==> config.mk <==
export PLATFORM = sky130hd
export DESIGN_NAME = min_priority_queue
export DESIGN_NICKNAME = d
export VERILOG_FILES = /design/src/rtl/core/mpq_pkg.sv /design/src/rtl/core/mpq_cell.sv /design/src/rtl/core/min_priority_queue.sv
export VERILOG_INCLUDE_DIRS = /design/src /design/src/rtl/core
export SDC_FILE = /design/constraint.sdc
export NUM_CORES = 2
export LEC_CHECK = 0
export ABC_AREA = 1
export BUFFER_PORTS_ARGS = -buffer_cell sky130_fd_sc_hd__buf_2
export CORE_MARGIN = 4
export CORE_UTILIZATION = 30
export DETAILED_ROUTE_END_ITERATION = 12
export MAX_ROUTING_LAYER = met4
export SLEW_MARGIN = 20
export SYNTH_ARGS = -nofsm -noshare
export SYNTH_HDL_FRONTEND = slang
export SYNTH_SLANG_ARGS = --single-unit
==> constraint.sdc <==
create_clock -name clk -period 7.6 [get_ports clk]
set_input_delay 1.52 -clock clk [delete_from_list [all_inputs] [get_ports clk]]
set_output_delay 1.52 -clock clk [all_outputs]
set_load 0.005 [all_outputs]
==> src/rtl/core/assert_macros.svh <==
// Assertion helpers shared by the RTL. Each one samples on the rising edge of clk
// and is disabled while arst_n is low.
`ifndef ASSERT_MACROS_SVH
`define ASSERT_MACROS_SVH

// Checks that a property holds on every clock edge outside reset.
`define CHECK_ALWAYS(label, prop, msg) \
	label: assert property (@(posedge clk) disable iff (!arst_n) (prop)) else $error(msg);

// Checks that a consequent holds whenever its antecedent does, in the same cycle.
`define CHECK_IMPLIES(label, ante, cons, msg) \
	label: assert property (@(posedge clk) disable iff (!arst_n) (ante) |-> (cons)) \
		else $error(msg);

// Checks that a consequent holds in the cycle after its antecedent.
`define CHECK_NEXT(label, ante, cons, msg) \
	label: assert property (@(posedge clk) disable iff (!arst_n) (ante) |=> (cons)) \
		else $error(msg);

`endif

==> src/rtl/core/mpq_pkg.sv <==
package mpq_pkg;

	localparam int DATA_W = 32;
	localparam int OCC_W  = 5;

	typedef enum logic {
		ACT_INSERT = 1'b0,
		ACT_POP    = 1'b1
	} action_t;

	typedef enum logic [1:0] {
		ST_DONE  = 2'd0,
		ST_EMPTY = 2'd1,
		ST_FULL  = 2'd2
	} status_t;

	typedef struct packed {
		logic        [DATA_W-1:0] value;
		logic signed [DATA_W-1:0] prio;
	} mpq_entry_t;

	// Command broadcast to every cell of the chain in the same cycle.
	typedef struct packed {
		logic       ins;
		logic       pop;
		mpq_entry_t entry;
	} mpq_cmd_t;

endpackage

==> src/rtl/core/mpq_cell.sv <==
module mpq_cell (
	input  logic               clk,
	input  mpq_pkg::mpq_cmd_t  cmd,
	input  logic               occupied,
	input  logic               left_take,
	input  mpq_pkg::mpq_entry_t left_data,
	input  mpq_pkg::mpq_entry_t right_data,
	output logic               take,
	output mpq_pkg::mpq_entry_t data
);
	import mpq_pkg::*;

	mpq_entry_t data_q;

	// A cell takes part in an insert when it is empty or holds a strictly larger
	// priority number; the chain stays sorted, so these cells form a tail.
	always_comb begin
		take = !occupied || ($signed(data_q.prio) > $signed(cmd.entry.prio));
		data = data_q;
	end

	always_ff @(posedge clk) begin
		if (cmd.ins) begin
			if (left_take) begin
				data_q <= left_data;
			end else if (take) begin
				data_q <= cmd.entry;
			end
		end else if (cmd.pop) begin
			data_q <= right_data;
		end
	end

endmodule

==> src/rtl/core/min_priority_queue.sv <==
// Sorted priority queue built as a chain of compare-and-shift cells.
// The result of an item is registered and appears on m_tdata in the cycle after acceptance.
// One item per cycle while s_tready is high; all cells check the new priority in parallel.
// s_tready stays high while the output register is empty or being drained.
// Reset empties the queue and the output register; cell storage is not cleared.
`include "assert_macros.svh"

module min_priority_queue #(
	parameter int QUEUE_DEPTH = 16
) (
	input  logic        clk,
	input  logic        arst_n,
	input  logic        s_tvalid,
	output logic        s_tready,
	input  logic [63:0] s_tdata,  // item_value [31:0], item_priority [63:32]
	input  logic        s_tuser,  // action [0]
	output logic        m_tvalid,
	input  logic        m_tready,
	output logic [39:0] m_tdata,  // popped_value [31:0], occupancy [36:32], zero fill
	output logic [1:0]  m_tuser   // status [1:0]
);
	import mpq_pkg::*;

	localparam int CW = $clog2(QUEUE_DEPTH + 1);

	logic [CW-1:0] count_q;
	mpq_cmd_t      cmd;
	logic          accept;
	logic          is_pop;
	logic          full;
	logic          empty;
	status_t       status;
	logic [CW-1:0] count_next;

	logic       [QUEUE_DEPTH-1:0] occ;
	logic       [QUEUE_DEPTH-1:0] take;
	mpq_entry_t                   cell_data [QUEUE_DEPTH];

	logic              m_valid_q;
	logic [DATA_W-1:0] popped_q;
	logic [OCC_W-1:0]  occ_q;
	status_t           status_q;

	assign accept = s_tvalid && s_tready;
	assign is_pop = (s_tuser == ACT_POP);
	assign full   = (count_q == CW'(QUEUE_DEPTH));
	assign empty  = (count_q == '0);

	always_comb begin
		cmd.ins         = accept && !is_pop && !full;
		cmd.pop         = accept && is_pop && !empty;
		cmd.entry.value = s_tdata[31:0];
		cmd.entry.prio  = s_tdata[63:32];
		status          = ST_DONE;
		if (is_pop && empty) begin
			status = ST_EMPTY;
		end else if (!is_pop && full) begin
			status = ST_FULL;
		end
		count_next = count_q;
		if (cmd.ins) begin
			count_next = count_q + 1'b1;
		end else if (cmd.pop) begin
			count_next = count_q - 1'b1;
		end
	end

	for (genvar i = 0; i < QUEUE_DEPTH; i++) begin : g_cell
		assign occ[i] = (count_q > CW'(i));
		if (i == 0) begin : g_head
			mpq_cell u_cell (
				.clk        (clk),
				.cmd        (cmd),
				.occupied   (occ[i]),
				.left_take  (1'b0),
				.left_data  ('0),
				.right_data (cell_data[i+1]),
				.take       (take[i]),
				.data       (cell_data[i])
			);
		end else if (i == QUEUE_DEPTH - 1) begin : g_tail
			mpq_cell u_cell (
				.clk        (clk),
				.cmd        (cmd),
				.occupied   (occ[i]),
				.left_take  (take[i-1]),
				.left_data  (cell_data[i-1]),
				.right_data ('0),
				.take       (take[i]),
				.data       (cell_data[i])
			);
		end else begin : g_mid
			mpq_cell u_cell (
				.clk        (clk),
				.cmd        (cmd),
				.occupied   (occ[i]),
				.left_take  (take[i-1]),
				.left_data  (cell_data[i-1]),
				.right_data (cell_data[i+1]),
				.take       (take[i]),
				.data       (cell_data[i])
			);
		end
	end

	always_ff @(posedge clk or negedge arst_n) begin
		if (!arst_n) begin
			count_q   <= '0;
			m_valid_q <= 1'b0;
		end else begin
			count_q <= count_next;
			if (accept) begin
				m_valid_q <= 1'b1;
			end else if (m_tready) begin
				m_valid_q <= 1'b0;
			end
		end
	end

	always_ff @(posedge clk) begin
		if (accept) begin
			popped_q <= cmd.pop ? cell_data[0].value : '0;
			occ_q    <= OCC_W'(count_next);
			status_q <= status;
		end
	end

	assign s_tready = !m_valid_q || m_tready;
	assign m_tvalid = m_valid_q;
	assign m_tdata  = {3'b000, occ_q, popped_q};
	assign m_tuser  = status_q;

	`CHECK_ALWAYS(a_count_bound, count_q <= CW'(QUEUE_DEPTH), "entry count above depth")
	`CHECK_NEXT(a_insert_grows, cmd.ins, count_q == $past(count_q) + 1'b1, "insert lost")
	`CHECK_IMPLIES(a_head_sorted, count_q >= CW'(2),
		$signed(cell_data[0].prio) <= $signed(cell_data[1].prio), "head out of order")
	`CHECK_IMPLIES(a_empty_zero, m_valid_q && status_q == ST_EMPTY,
		occ_q == '0 && popped_q == '0, "refused pop reports data")

endmodule

==> summary.txt <==
Logic synthesis
  – Yosys top cell area share: 44.0%
  – Ranking of synthesized cells by area: edfxtp_1 44%, nand2_1 17%, nand3_1 13%
  – Post-Syn Area per Cell: 7.68 µm²
  – Synth cell types: 45
  – Syn. warnings: 0
  – Cells after synthesis: 9451
  – Post-Syn Area: 0.0726 mm²
  – EDFF count, synth: 1063
  – Leading area contributor after synthesis: edfxtp_1
  – FF+latch count, synth: 1069
  – Top FF cell, synth: edfxtp_1
  – Ys async rst share: 0.561%
  – Post-synthesis sequential area ratio: 44.2%

Power
  – Switching share of power: 44.2%
  – Comb pwr share: 44.9%
  – Leakage: 38.1 nW
  – P_sw: 13.7 mW
  – Worst vdd ir: 0.474 mV
  – Clock power frac: 18.2%
  – Internal power: 17.3 mW
  – PwrDens: 392 mW/mm²
  – Part of the power in registers: 36.9%

Worst setup path
  – Arrival @ worst endpoint: 5.76 ns
  – Slowest stage delay, CP: 0.62 ns
  – Worst Path Buf+Inv: 4
  – Slowest stage cell, crit path: nand2_4
  – CP Max Fanout: 52
  – Worst Path Required: 8.04 ns
  – Most used cell, CP: nand2_1
  – Crit path kind: in -> reg
  – CP delay by family, top: simple AND/OR/NAND/NOR gates
  – CP Launch Type: input port
  – CP cell instances: buf_2, inv_1, buf_4, ha_1, nand2_1, nor2_1, nand4_1, nor4_2, nand2_1, nand2_1, nand2_1, nand2_1, nand2_4, nand3_1, nand2_1, nand2_4, buf_4
  – Type of destination of the critical path: register

Floorplanning
  – I/O pin cnt: 113
  – Die ar.: 0.250 mm²
  – Core area: 0.241 mm²
  – Row count: 180
  – Initial Utilization: 30.2%
  – DIE WIDTH: 500 µm
  – Die extent in y: 500 µm

STA
  – Slew headroom: 28.1%
  – Final Critical Period: 5.32 ns
  – Hold Fails Final Rpt: 0
  – Final worst setup slack: 2.28 ns
  – RSZ-0062 raised after global routing: no
  – Slew Viols, Final: 0
  – Tightest Pin Transition: 1.08 ns
  – Period utilisation layout: 70.0%
  – Fmax: 188 MHz
  – Setup-failing EPs final: 0
  – Final Skew: 0.0419 ns

Clocking
  – Number of post-CTS setup repair buffers: 0
  – Max Root-Sink Buffers: 3
  – TritonCTS buffer count: 111
  – Post_cts resized: 0
  – Clk sinks: 1069
  – Number of H-tree levels: 3
  – Clock root buffer: clkbuf_16
  – Clk_lat worst skew: 0.77 ns
  – CTS hold repair buffers: 0
  – Reg clk slew, reported paths: 0.06 ns
  – CTS tree: yes

GRT
  – Most Crowded Layer GR: met2
  – Vias in the first global route: 56200
  – Met2 usage in global routing: 24.6%
  – Largest net degree at the start of global routing: 204
  – Overflow left after global routing: 0
  – GR Util met1: 22.5%
  – First-pass GRT wire length: 322000 µm
  – Grt met3 use: 1.43%
  – GRT Resource Usage Total: 15.9%
  – Initial antenna violation count: 2

Finish
  – Most frequent cells in the layout: 3312 x nand2_1, 1890 x nand3_1, 1122 x inv_1
  – Nets: 9793
  – Fin area: 0.0791 mm²
  – Commonest non-fill, non-tap cell in the layout: nand2_1
  – Share of layout cells above drive strength 1: 6.10%
  – Post-layout util: 32.9%
  – Area growth, synth to finish: 8.94%

Routing
  – TritonRoute pass-1 iters: 6
  – Drt wl/cell: 16.0 µm
  – Total Wirelength: 200000 µm
  – Post-route ant nets: 0
  – Avg Vias per Cell: 4.73
  – Detailed Route Iter0 Violations: 5270
  – Routed via count: 59100
  – Drt drc: 0

Place
  – DP HPWL: 141000 µm
  – Placed Area: 0.0754 mm²
  – Number of port buffers: 109
  – Final estimated routing congestion in global placement: 0.871
  – Worst setup slack after placement: 1.50 ns

Flow run
  – Max Cap Violations: 0

Hold path
  – Hold WC Path Type: reg -> reg

Run status
  – Status: finished, final reports clean
per-stage QoR:
step           power [mW]  setup TNS [ns]  hold slack [ns]  std cells
3_3_place_gp         25.2               0            0.498      12300
3_5_place_dp         25.4               0            0.499      12300
4_1_cts              31.1               0            0.516      12500
5_1_grt              33.7               0            0.529      12500
2_1_floorplan        22.2         -139.06            0.495       9453
6_report             31.0               0            0.510      12500
cell type report:
class	instances	area [µm²]
diodes	3	7.51
repair buffers	256	1740
clock inverters	68	712
well taps	3185	3990
multi-input cells	6640	33400
flip-flops and latches	1069	32100
inverters	1129	4250
fillers	25500	162000
clock buffers	137	2960
synth_stat cells, types with 7 or more instances:
master	instances
ha_1	517
o21ai_0	124
nor3_1	18
buf_4	52
buf_2	284
edfxtp_1	1063
a21oi_1	279
nand4_1	49
nand3_1	1900
nor2_1	260
o21bai_1	14
nand2_2	54
clkbuf_1	217
inv_1	1126
nand3_2	18
buf_6	39
nand2_1	3339
a21o_1	7
buf_1	17
o21a_1	23
metal layers:
layer / vias to the layer above / share of wire (%)
met2: 1503 / 44
met1: 26900 / 49
met5: - / 0
met3: 224 / 4.9
li1: 30500 / -
met4: 0 / 2.2
sequential cells by signal (all words and copies together) (netlist names):
name and flops:
popped_q 32, occ_q 5, g_cell.g_tail.u_cell.data 64, count_q 5
g_cell.g_mid.u_cell.data 896, m_tuser 2, m_tvalid 1, g_cell.g_head.u_cell.data 64
logic make-up after synthesis:
kind of cell	Yosys count	share of synthesized area (%)
buffers and inverters	1744	10.3
adders and majority gates	517	8.91
xor gates and xnor gates	3	0.0362
DFF	1069	44.2
and+or+nand+nor	5661	33.3
other	1	0.00516
AOI/OAI and AO/OA	456	3.32
path summary, 6_finish.rpt:
kind	startpoint	to	slack, ns	cells after the start
max	s_tdata[63]	g_cell[14].g_mid.u_cell.data[46]	2.28	17
min	m_tvalid	m_tvalid	0.51	2
max reg2reg	count_q[1]	g_cell[1].g_mid.u_cell.data[42]	3.18	11
min reg2reg	m_tvalid	m_tvalid	0.51	2
max in group asynchronous	arst_n	m_tvalid	6.85	1
min in group asynchronous	arst_n	count_q[4]	0.60	1
tightest hold or removal path: cells and delay by family, from the launching register on:
kind / cells / cell delay [ns]
DFF: 1 / 0.34
and+or+nand+nor: 2 / 0.15
power groups by stage:
stage	clock network, mW	registers [mW]	logic [mW]
global placement	0	11.5	13.8
floorplan	0	11.1	11.1
CTS	5.77	11.4	14.0
finish	5.65	11.4	13.9
global route	5.99	11.7	16.0
detailed placement	0	11.5	13.9
Note: power is estimated with default switching activity, not from simulation.
